--- config.mk ---
export PLATFORM = sky130hd
export DESIGN_NAME = dual_token_bucket_limiter
export DESIGN_NICKNAME = d
export VERILOG_FILES = /design/src/rtl/dtbl_pkg.sv /design/src/rtl/dtbl_ctrl.sv /design/src/rtl/dtbl_datapath.sv /design/src/rtl/dual_token_bucket_limiter.sv
export SDC_FILE = /design/constraint.sdc
export NUM_CORES = 2
export LEC_CHECK = 0
export BUFFER_PORTS_ARGS = -buffer_cell sky130_fd_sc_hd__buf_2
export CORE_MARGIN = 1.5
export CORE_UTILIZATION = 55
export DETAILED_ROUTE_END_ITERATION = 16
export MAX_ROUTING_LAYER = met4
export PLACE_DENSITY = 0.83
export SETUP_SLACK_MARGIN = 0.15
export SYNTH_ARGS = -nofsm -noshare
export SYNTH_HDL_FRONTEND = slang
export SYNTH_SLANG_ARGS = --single-unit
--- constraint.sdc ---
create_clock -name clk -period 10.7 [get_ports clk]
set_clock_uncertainty 0.1 [all_clocks]
set_input_delay 0.535 -clock clk [delete_from_list [all_inputs] [get_ports clk]]
set_output_delay 0.535 -clock clk [all_outputs]
set_load 0.02 [all_outputs]
--- src/rtl/dtbl_pkg.sv ---
// dual token bucket limiter: shared types and constants
// fsm states, controller command and status structs, outcome and register codes
// no dependencies
package dtbl_pkg;

  // fixed point and field widths
  localparam int FRAC_BITS   = 8;
  localparam int BURST_OPS_W = 20;
  localparam int BURST_BYT_W = 32;
  localparam int OPS_W       = BURST_OPS_W + FRAC_BITS;  // operation bucket level
  localparam int BYT_W       = BURST_BYT_W + FRAC_BITS;  // byte bucket level
  localparam int REQ_BYTES_W = 32;
  localparam int TAG_W       = 16;
  localparam int OUTCOME_W   = 3;
  localparam int CFG_IDX_W   = 3;
  localparam int CFG_DATA_W  = 40;
  localparam int ENTRY_W     = TAG_W + REQ_BYTES_W;

  // most results one tick may produce
  localparam int MAX_RESULTS = 16;
  localparam int REL_CNT_W   = $clog2(MAX_RESULTS + 1);

  // one whole operation token
  localparam logic [OPS_W-1:0] ONE_OP = OPS_W'(1) << FRAC_BITS;

  typedef enum logic [OUTCOME_W-1:0] {
    OC_PASS      = 3'd0,
    OC_QUEUED    = 3'd1,
    OC_DROPPED   = 3'd2,
    OC_RELEASED  = 3'd3,
    OC_TICK_NONE = 3'd4
  } outcome_t;

  typedef enum logic [CFG_IDX_W-1:0] {
    REG_ENABLE       = 3'd0,
    REG_BURST_OPS    = 3'd1,
    REG_BYTE_BURST   = 3'd2,
    REG_REFILL_OPS   = 3'd3,
    REG_REFILL_BYTES = 3'd4
  } reg_idx_t;

  typedef enum logic [2:0] {
    S_IDLE,
    S_EVAL,
    S_TEST,
    S_SETTLE,
    S_RELOUT,
    S_OUT
  } state_t;

  // controller to datapath
  typedef struct packed {
    logic load_item;   // capture the input request
    logic do_request;  // decide a request and load its result
    logic do_refill;   // add per-tick refill, capped at burst
    logic do_release;  // pop head into hold, push earlier hold out
    logic do_close;    // final result of a tick
  } ctl_cmd_t;

  // datapath to controller
  typedef struct packed {
    logic is_tick;
    logic enabled;
    logic rel_ok;      // head entry may be released now
    logic hold_valid;  // a released entry waits in hold
    logic out_taken;   // result accepted this cycle
  } ctl_status_t;

endpackage

--- src/rtl/dtbl_ctrl.sv ---
// dual token bucket limiter: sequencing state machine
// drives datapath commands from request and tick flow, depends on dtbl_pkg
module dtbl_ctrl (
  input  logic                 clk,
  input  logic                 rst,
  input  logic                 in_valid,
  output logic                 in_ready,
  input  dtbl_pkg::ctl_status_t status,
  output dtbl_pkg::ctl_cmd_t    cmd
);
  import dtbl_pkg::*;

  state_t state;
  state_t state_next;

  // state register
  always_ff @(posedge clk) begin
    if (rst) begin
      state <= S_IDLE;
    end else begin
      state <= state_next;
    end
  end

  // next state
  always_comb begin
    state_next = state;
    case (state)
      S_IDLE: begin
        if (in_valid) state_next = S_EVAL;
      end
      S_EVAL: begin
        if (status.is_tick && status.enabled) state_next = S_TEST;
        else state_next = S_OUT;
      end
      S_TEST: begin
        if (!status.rel_ok) state_next = S_OUT;
        else if (status.hold_valid) state_next = S_RELOUT;
        else state_next = S_SETTLE;
      end
      S_SETTLE: begin
        state_next = S_TEST;
      end
      S_RELOUT: begin
        if (status.out_taken) state_next = S_TEST;
      end
      S_OUT: begin
        if (status.out_taken) begin
          if (in_valid) state_next = S_EVAL;
          else state_next = S_IDLE;
        end
      end
      default: state_next = S_IDLE;
    endcase
  end

  // outputs
  always_comb begin
    in_ready = 1'b0;
    cmd      = '0;
    case (state)
      S_IDLE: begin
        in_ready = 1'b1;
      end
      S_EVAL: begin
        if (!status.is_tick) cmd.do_request = 1'b1;
        else if (status.enabled) cmd.do_refill = 1'b1;
        else cmd.do_close = 1'b1;
      end
      S_TEST: begin
        if (status.rel_ok) cmd.do_release = 1'b1;
        else cmd.do_close = 1'b1;
      end
      S_OUT: begin
        in_ready = status.out_taken;
      end
      default: begin
        in_ready = 1'b0;
      end
    endcase
    cmd.load_item = in_valid && in_ready;
  end

endmodule

--- src/rtl/dtbl_datapath.sv ---
// dual token bucket limiter: buckets, wait queue memory, result register
// acts on dtbl_ctrl commands, depends on dtbl_pkg
module dtbl_datapath #(
  parameter int QUEUE_DEPTH = 16
) (
  input  logic                              clk,
  input  logic                              rst,
  // configuration
  input  logic                              cfg_we,
  input  logic [dtbl_pkg::CFG_IDX_W-1:0]    cfg_index,
  input  logic [dtbl_pkg::CFG_DATA_W-1:0]   cfg_data,
  // input request fields
  input  logic                              opcode,
  input  logic [dtbl_pkg::REQ_BYTES_W-1:0]  req_bytes,
  input  logic [dtbl_pkg::TAG_W-1:0]        req_tag,
  // controller link
  input  dtbl_pkg::ctl_cmd_t                cmd,
  output dtbl_pkg::ctl_status_t             status,
  // result channel
  output logic                              out_valid,
  input  logic                              out_ready,
  output logic [dtbl_pkg::OUTCOME_W-1:0]    outcome,
  output logic [dtbl_pkg::TAG_W-1:0]        out_tag,
  output logic [dtbl_pkg::REQ_BYTES_W-1:0]  out_bytes,
  output logic                              last
);
  import dtbl_pkg::*;

  localparam int PTR_W = (QUEUE_DEPTH > 1) ? $clog2(QUEUE_DEPTH) : 1;
  localparam int CNT_W = $clog2(QUEUE_DEPTH + 1);
  localparam logic [PTR_W-1:0] LAST_SLOT = PTR_W'(QUEUE_DEPTH - 1);
  localparam logic [CNT_W-1:0] FULL_CNT  = CNT_W'(QUEUE_DEPTH);

  // configuration registers
  logic                   enable;
  logic [BURST_OPS_W-1:0] burst_ops;
  logic [BURST_BYT_W-1:0] byte_burst;
  logic [OPS_W-1:0]       refill_ops;
  logic [BYT_W-1:0]       refill_bytes;

  // bucket levels
  logic [OPS_W-1:0] ops_level;
  logic [BYT_W-1:0] byte_level;

  // wait queue
  logic [ENTRY_W-1:0] queue_mem [QUEUE_DEPTH];
  logic [ENTRY_W-1:0] head_data;
  logic [PTR_W-1:0]   head_ptr;
  logic [PTR_W-1:0]   tail_ptr;
  logic [CNT_W-1:0]   wait_count;

  // current item and release bookkeeping
  logic                   item_tick;
  logic [REQ_BYTES_W-1:0] item_bytes;
  logic [TAG_W-1:0]       item_tag;
  logic [REL_CNT_W-1:0]   rel_cnt;
  logic                   hold_valid;
  logic [REQ_BYTES_W-1:0] hold_bytes;
  logic [TAG_W-1:0]       hold_tag;

  // combinational helpers
  logic [OPS_W-1:0]       cap_ops;
  logic [BYT_W-1:0]       cap_bytes;
  logic [OPS_W:0]         ops_sum;
  logic [BYT_W:0]         byte_sum;
  logic [TAG_W-1:0]       head_tag;
  logic [REQ_BYTES_W-1:0] head_bytes;
  logic [BYT_W-1:0]       item_debit;
  logic [BYT_W-1:0]       head_debit;
  logic                   ops_ok;
  logic                   item_ok;
  logic                   head_ok;
  logic                   queue_full;
  logic                   emit;

  assign cap_ops    = {burst_ops, FRAC_BITS'(0)};
  assign cap_bytes  = {byte_burst, FRAC_BITS'(0)};
  assign ops_sum    = {1'b0, ops_level} + {1'b0, refill_ops};
  assign byte_sum   = {1'b0, byte_level} + {1'b0, refill_bytes};
  assign head_tag   = head_data[ENTRY_W-1 -: TAG_W];
  assign head_bytes = head_data[REQ_BYTES_W-1:0];
  assign item_debit = {item_bytes, FRAC_BITS'(0)};
  assign head_debit = {head_bytes, FRAC_BITS'(0)};
  assign ops_ok     = ops_level >= ONE_OP;
  assign item_ok    = ops_ok && (byte_level >= item_debit);
  assign head_ok    = ops_ok && (byte_level >= head_debit);
  assign queue_full = wait_count == FULL_CNT;
  assign emit       = cmd.do_request || cmd.do_close || (cmd.do_release && hold_valid);

  // status to controller
  always_comb begin
    status.is_tick    = item_tick;
    status.enabled    = enable;
    status.rel_ok     = (wait_count != '0) && (rel_cnt < REL_CNT_W'(MAX_RESULTS)) && head_ok;
    status.hold_valid = hold_valid;
    status.out_taken  = out_valid && out_ready;
  end

  // configuration registers and bucket levels
  always_ff @(posedge clk) begin
    if (rst) begin
      enable       <= 1'b0;
      burst_ops    <= '0;
      byte_burst   <= '0;
      refill_ops   <= '0;
      refill_bytes <= '0;
      ops_level    <= '0;
      byte_level   <= '0;
    end else if (cfg_we) begin
      case (reg_idx_t'(cfg_index))
        REG_ENABLE: begin
          enable <= cfg_data[0];
        end
        REG_BURST_OPS: begin
          burst_ops <= cfg_data[BURST_OPS_W-1:0];
          ops_level <= {cfg_data[BURST_OPS_W-1:0], FRAC_BITS'(0)};
        end
        REG_BYTE_BURST: begin
          byte_burst <= cfg_data[BURST_BYT_W-1:0];
          byte_level <= {cfg_data[BURST_BYT_W-1:0], FRAC_BITS'(0)};
        end
        REG_REFILL_OPS: begin
          refill_ops <= cfg_data[OPS_W-1:0];
        end
        REG_REFILL_BYTES: begin
          refill_bytes <= cfg_data[BYT_W-1:0];
        end
        default: begin
          enable <= enable;
        end
      endcase
    end else if (cmd.do_request) begin
      // pass at once when both buckets suffice
      if (enable && item_ok) begin
        ops_level  <= ops_level - ONE_OP;
        byte_level <= byte_level - item_debit;
      end
    end else if (cmd.do_refill) begin
      ops_level  <= (ops_sum > {1'b0, cap_ops}) ? cap_ops : ops_sum[OPS_W-1:0];
      byte_level <= (byte_sum > {1'b0, cap_bytes}) ? cap_bytes : byte_sum[BYT_W-1:0];
    end else if (cmd.do_release) begin
      ops_level  <= ops_level - ONE_OP;
      byte_level <= byte_level - head_debit;
    end
  end

  // queue memory, head entry read registered every cycle
  always_ff @(posedge clk) begin
    if (cmd.do_request && enable && !item_ok && !queue_full) begin
      queue_mem[tail_ptr] <= {item_tag, item_bytes};
    end
    head_data <= queue_mem[head_ptr];
  end

  // queue pointers and fill count
  always_ff @(posedge clk) begin
    if (rst) begin
      head_ptr   <= '0;
      tail_ptr   <= '0;
      wait_count <= '0;
    end else if (cmd.do_request && enable && !item_ok && !queue_full) begin
      tail_ptr   <= (tail_ptr == LAST_SLOT) ? '0 : tail_ptr + 1'b1;
      wait_count <= wait_count + 1'b1;
    end else if (cmd.do_release) begin
      head_ptr   <= (head_ptr == LAST_SLOT) ? '0 : head_ptr + 1'b1;
      wait_count <= wait_count - 1'b1;
    end
  end

  // captured item
  always_ff @(posedge clk) begin
    if (cmd.load_item) begin
      item_tick  <= opcode;
      item_bytes <= req_bytes;
      item_tag   <= req_tag;
    end
  end

  // release count and hold stage
  always_ff @(posedge clk) begin
    if (rst) begin
      rel_cnt    <= '0;
      hold_valid <= 1'b0;
    end else if (cmd.load_item) begin
      rel_cnt    <= '0;
      hold_valid <= 1'b0;
    end else if (cmd.do_release) begin
      rel_cnt    <= rel_cnt + 1'b1;
      hold_valid <= 1'b1;
    end
  end

  always_ff @(posedge clk) begin
    if (cmd.do_release) begin
      hold_tag   <= head_tag;
      hold_bytes <= head_bytes;
    end
  end

  // result valid
  always_ff @(posedge clk) begin
    if (rst) begin
      out_valid <= 1'b0;
    end else if (emit) begin
      out_valid <= 1'b1;
    end else if (out_ready) begin
      out_valid <= 1'b0;
    end
  end

  // result payload
  always_ff @(posedge clk) begin
    if (cmd.do_request) begin
      out_tag   <= item_tag;
      out_bytes <= item_bytes;
      last      <= 1'b1;
      if (!enable || item_ok) outcome <= OC_PASS;
      else if (!queue_full) outcome <= OC_QUEUED;
      else outcome <= OC_DROPPED;
    end else if (cmd.do_release && hold_valid) begin
      // earlier release goes out, another follows
      outcome   <= OC_RELEASED;
      out_tag   <= hold_tag;
      out_bytes <= hold_bytes;
      last      <= 1'b0;
    end else if (cmd.do_close) begin
      last <= 1'b1;
      if (hold_valid) begin
        outcome   <= OC_RELEASED;
        out_tag   <= hold_tag;
        out_bytes <= hold_bytes;
      end else begin
        outcome   <= OC_TICK_NONE;
        out_tag   <= '0;
        out_bytes <= '0;
      end
    end
  end

endmodule

--- src/rtl/dual_token_bucket_limiter.sv ---
// dual token bucket limiter: top level
// joins dtbl_ctrl and dtbl_datapath, depends on dtbl_pkg
//
//   channel  signals                                  direction
//   in       in_valid in_ready opcode req_bytes req_tag  request in
//   out      out_valid out_ready outcome out_tag out_bytes last  result out
//   cfg      cfg_valid cfg_ready cfg_index cfg_data   register write in
//
// a request or a disabled tick goes through a decision, then the result register.
// an enabled tick runs the refill, then per released entry a release decision
// and the registered read of the next queue head, a final test, then the
// result register.
// reset is synchronous; the queue memory is not cleared, only its pointers.
// out_ready low holds the result register and the sequence; cfg is always ready.
module dual_token_bucket_limiter #(
  parameter int QUEUE_DEPTH = 16
) (
  input  logic                              clk,
  input  logic                              rst,
  input  logic                              in_valid,
  output logic                              in_ready,
  input  logic                              opcode,
  input  logic [dtbl_pkg::REQ_BYTES_W-1:0]  req_bytes,
  input  logic [dtbl_pkg::TAG_W-1:0]        req_tag,
  output logic                              out_valid,
  input  logic                              out_ready,
  output logic [dtbl_pkg::OUTCOME_W-1:0]    outcome,
  output logic [dtbl_pkg::TAG_W-1:0]        out_tag,
  output logic [dtbl_pkg::REQ_BYTES_W-1:0]  out_bytes,
  output logic                              last,
  input  logic                              cfg_valid,
  output logic                              cfg_ready,
  input  logic [dtbl_pkg::CFG_IDX_W-1:0]    cfg_index,
  input  logic [dtbl_pkg::CFG_DATA_W-1:0]   cfg_data
);
  import dtbl_pkg::*;

  ctl_cmd_t    cmd;
  ctl_status_t status;

  // register writes are taken at once
  assign cfg_ready = 1'b1;

  dtbl_ctrl u_ctrl (
    .clk      (clk),
    .rst      (rst),
    .in_valid (in_valid),
    .in_ready (in_ready),
    .status   (status),
    .cmd      (cmd)
  );

  dtbl_datapath #(
    .QUEUE_DEPTH (QUEUE_DEPTH)
  ) u_datapath (
    .clk       (clk),
    .rst       (rst),
    .cfg_we    (cfg_valid && cfg_ready),
    .cfg_index (cfg_index),
    .cfg_data  (cfg_data),
    .opcode    (opcode),
    .req_bytes (req_bytes),
    .req_tag   (req_tag),
    .cmd       (cmd),
    .status    (status),
    .out_valid (out_valid),
    .out_ready (out_ready),
    .outcome   (outcome),
    .out_tag   (out_tag),
    .out_bytes (out_bytes),
    .last      (last)
  );

endmodule
==> impl_metrics.py <==
metrics = {
    "layout": {
        "area_delta_synth_final_pct": 12.8,
        "diodes": 0,
        "filler_cell_count": 6607,
        "core_occupancy_in_the_finished_layout_pct": 62.8,
        "drive_gt1_share_pct": 17.1,
        "num-nets-final": 4343,
    },
    "critical_path": {
        "path_depth": 22,
        "required_ns": 11.19,
        "worstPathMaxFanout": 39,
        "r2r_slack_ns": 3.96,
        "origin_of_the_critical_flop_to_flop_path": "u_datapath.byte_level[9]$_SDFFE_PP0P_",
        "timing.setup.critical_path_class": "reg -> reg",
        "cp_slowest_cell": "a2111oi_0",
        "cp-end-kind": "register",
        "max_stage_delay_ns": 0.76,
        "cp.arrival_ns": 7.22,
        "r2r_cells": 22,
        "worst_setup_path_startpoint": "u_datapath.byte_level[9]$_SDFFE_PP0P_",
        "crit-reg2reg-capture": "u_datapath.byte_level[19]$_SDFFE_PP0P_",
        "critical_path.top_delay_family": "simple AND/OR/NAND/NOR gates",
        "crit_chain": "ha_1 > o211ai_1 > nor3_1 > a21boi_2 > o22a_1 > a2111oi_0 > o31ai_1 > mux2i_1 > nand2_1 > ha_1 > nand4_1 > nor4_1 > nand3_1 > or4_1 > or4_4 > o21ai_4 > o21ai_4 > buf_4 > nor2_1 > a211oi_1 > a2111oi_0 > nor3_1",
        "cp-start-kind": "register",
        "cp_endpoint": "u_datapath.byte_level[19]$_SDFFE_PP0P_",
        "critPathBufInv": 1,
    },
    "clock_tree": {
        "cts_buffers": 116,
        "clock_network_latency_to_the_later_pin_of_the_worst_skew_pair_ns": 0.75,
        "clk_pin_slew_ns": 0.06,
        "cts_resized": 0,
        "h-tree-depth": 3,
        "cts-root-to-sink-buffers": 3,
        "clkSinkCount": 1177,
        "cts_hold_buffers_added": 59,
        "post_cts.repair.setup_buffers": 0,
        "cts_root_buffer": "clkbuf_16",
        "tritoncts": "yes",
    },
    "synth": {
        "synthCells": 3847,
        "synth_nets": 4144,
        "yosysUniqueCellTypes": 100,
        "synth_most_common_cell": "edfxtp_1",
        "synth.area.top_cells": "edfxtp_1 (52%), mux4_2 (10%), dfxtp_1 (9.9%), ha_1 (4.6%), a21oi_1 (3.0%)",
        "synth_seq_cells": 1177,
        "synth_top_area_share_pct": 51.9,
        "seq_area_frac_synth_pct": 61.8,
        "yosys_warnings": 0,
        "synth.avg_cell_area_sq_um": 13.8,
        "synth-async-reset-ratio_pct": 0,
        "synth-edff-count": 916,
        "synth-main-ff-cell": "edfxtp_1",
        "synth_top_cell_by_area": "edfxtp_1",
        "synth.cell_area_sq_um": 53000,
        "post_synth_most_frequent_cells": "edfxtp_1 (916), nand2_1 (386), a21oi_1 (314), dfxtp_1 (261), mux4_2 (240)",
    },
    "place": {
        "globalplace.congestion": 1.02,
        "pre_cts_ws_ns": 4.10,
        "placement.io_buffers": 150,
        "dp_hpwl_um": 95600,
    },
    "sta": {
        "relSlewSlack_pct": 28.2,
        "setup_violations": 0,
        "final_critical_path_time_including_i_o_delays_and_setup_ns": 6.74,
        "setup_repair_after_global_routing_missed_its_margin": "false",
        "period_share_pct": 63.0,
        "report.final.hold_viol_count": 0,
        "tightestPinTransition_ns": 1.08,
        "totalNegativeSetupSlack_ns": 0,
        "final_max_slew_viol_count": 0,
        "final.setup.worst_slack_ns": 3.96,
        "timing.fmax_mhz": 148,
    },
    "detailed_routing": {
        "detail-route-antenna-nets": 0,
        "routedWlPerCell_um": 29.5,
        "vias": 35819,
        "via_per_inst": 6.62,
        "dr.first_iter.drc_count": 5193,
        "totalWireLength_um": 159000,
        "drc_violations": 0,
        "detail_route.first_pass.iterations": 6,
    },
    "job": {
        "maxCapViolCount": 0,
    },
    "pwr": {
        "power_density_nw_per_um2": 174,
        "p_leak_nw": 20.8,
        "irDropWorstVdd_uv": 137,
    },
    "hold_path": {
        "hold_class": "in -> reg",
    },
    "global_route": {
        "grt_pass1_wl_um": 232000,
        "global_route.overflow_total": 0,
        "number_of_antenna_violations_at_the_first_check_in_global_routing": 1,
        "grt_max_degree": 77,
        "first_global_vias": 34732,
        "grt_util_all_layers_pct": 33.3,
    },
    "die": {
        "design.core.area_sq_um": 95200,
        "initial_util_pct": 55.7,
        "dieWidth_um": 313,
        "die_h_um": 313,
        "io_pins": 152,
        "die-area_sq_um": 98200,
        "placementRows": 113,
    },
    "status": {
        "run_status": "complete, no violations",
    },
}
through the flow:
| step | total power [W] | cell area, sq um | std cells | hold WS (ns) |
|---|---|---|---|---|
| 2_1_floorplan | 0.00580 | 53000 | 3847 | 0.286 |
| 3_3_place_gp | 0.00612 | 55100 | 5134 | 0.287 |
| 3_5_place_dp | 0.00613 | 55100 | 5134 | 0.289 |
| 4_1_cts | 0.0104 | 59700 | 5414 | 0.0142 |
| 5_1_grt | 0.0106 | 59700 | 5414 | 0.0313 |
| 6_report | 0.0104 | 59700 | 5414 | 0.0347 |
kinds of logic after synthesis:
family	Yosys count	share of synthesized area [%]
AO/OA/AOI/OAI	822	9.89
flip-flops	1177	61.8
AND/OR/NAND/NOR	892	7.76
adder cells (fa/ha/maj)	200	4.80
other	1	0.00708
multiplexers	284	11.1
buffers and inverters	340	2.51
XOR/XNOR	131	2.17
placed cells by master, fill, tap and decap left out, types with 91 or more instances in the layout:
master     synthesis  layout
dfxtp_1          261     256
ha_1             195     195
a21oi_1          314     314
nand3_1           91      91
inv_1            156     155
nor2_1           172     159
clkbuf_16          0     116
edfxtp_1         916     916
nand2_1          386     386
mux4_2           240     240
o21ai_0          140     140
buf_2             12     149
worst register-to-register path, cell delays in order, from the launching register on:
cell and delay (ns):
dfxtp_1 0.39, ha_1 0.47, o211ai_1 0.14, nor3_1 0.34, a21boi_2 0.15, o22a_1 0.27
a2111oi_0 0.77, o31ai_1 0.21, mux2i_1 0.18, nand2_1 0.08, ha_1 0.33, nand4_1 0.18
nor4_1 0.66, nand3_1 0.14, or4_1 0.43, or4_4 0.44, o21ai_4 0.11, o21ai_4 0.08
buf_4 0.33, nor2_1 0.19, a211oi_1 0.08, a2111oi_0 0.43, nor3_1 0.09
layer usage:
metal  track usage, %  up-vias  routed length [um]
li1                 -    15197                   -
met1             43.2    17589               59100
met2             51.2     2558               74600
met3             7.23      475               18400
met4             14.0        0                7360
met5                -        -                   0
registers in the layout (all words and copies together), names as in the netlist, 20 cells and up:
| register | count |
|---|---|
| u_datapath.queue_mem | 768 |
| u_datapath.refill_ops | 28 |
| u_datapath.head_data | 48 |
| u_datapath.byte_burst | 32 |
| u_datapath.hold_bytes | 32 |
| u_datapath.ops_level | 28 |
| u_datapath.out_bytes | 32 |
| u_datapath.refill_bytes | 40 |
| u_datapath.burst_ops | 20 |
| u_datapath.byte_level | 40 |
| u_datapath.item_bytes | 32 |
how the worst min path moves through the flow:
| stage | start | end | cells after the start | slack (ns) |
|---|---|---|---|---|
| after floorplan | u_datapath.head_data[32]$_DFF_P_ | u_datapath.hold_tag[0]$_DFFE_PP_ | 0 | 0.29 |
| after global placement | u_datapath.head_data[33]$_DFF_P_ | u_datapath.hold_tag[1]$_DFFE_PP_ | 0 | 0.29 |
| after detailed placement | u_datapath.head_data[43]$_DFF_P_ | u_datapath.hold_tag[11]$_DFFE_PP_ | 0 | 0.29 |
| after CTS | cfg_data[21] | u_datapath.refill_ops[21]$_SDFFE_PP0P_ | 3 | 0.01 |
| after global routing | cfg_data[21] | u_datapath.refill_ops[21]$_SDFFE_PP0P_ | 3 | 0.03 |
| final | cfg_data[31] | u_datapath.byte_burst[31]$_SDFFE_PP0P_ | 3 | 0.03 |
layout make-up:
cell class                      count  area (sq um)  area share [%]
Sequential cell                  1177         32700            54.8
Multi-Input combinational cell   2330         19000            31.9
Clock buffer                      132          2990            5.01
Timing Repair Buffer              263          1750            2.94
Tap cell                         1265          1580            2.65
Clock inverter                     89          1000            1.68
Inverter                          158           593           0.993
power by group:
part / total [W] / internal (W) / switching [W]
Combinational: 0.000961 / 0.000341 / 0.000620
Sequential: 0.00513 / 0.00500 / 0.000128
Clock: 0.00429 / 0.00240 / 0.00189
Note: power is estimated with default switching activity, not from simulation.
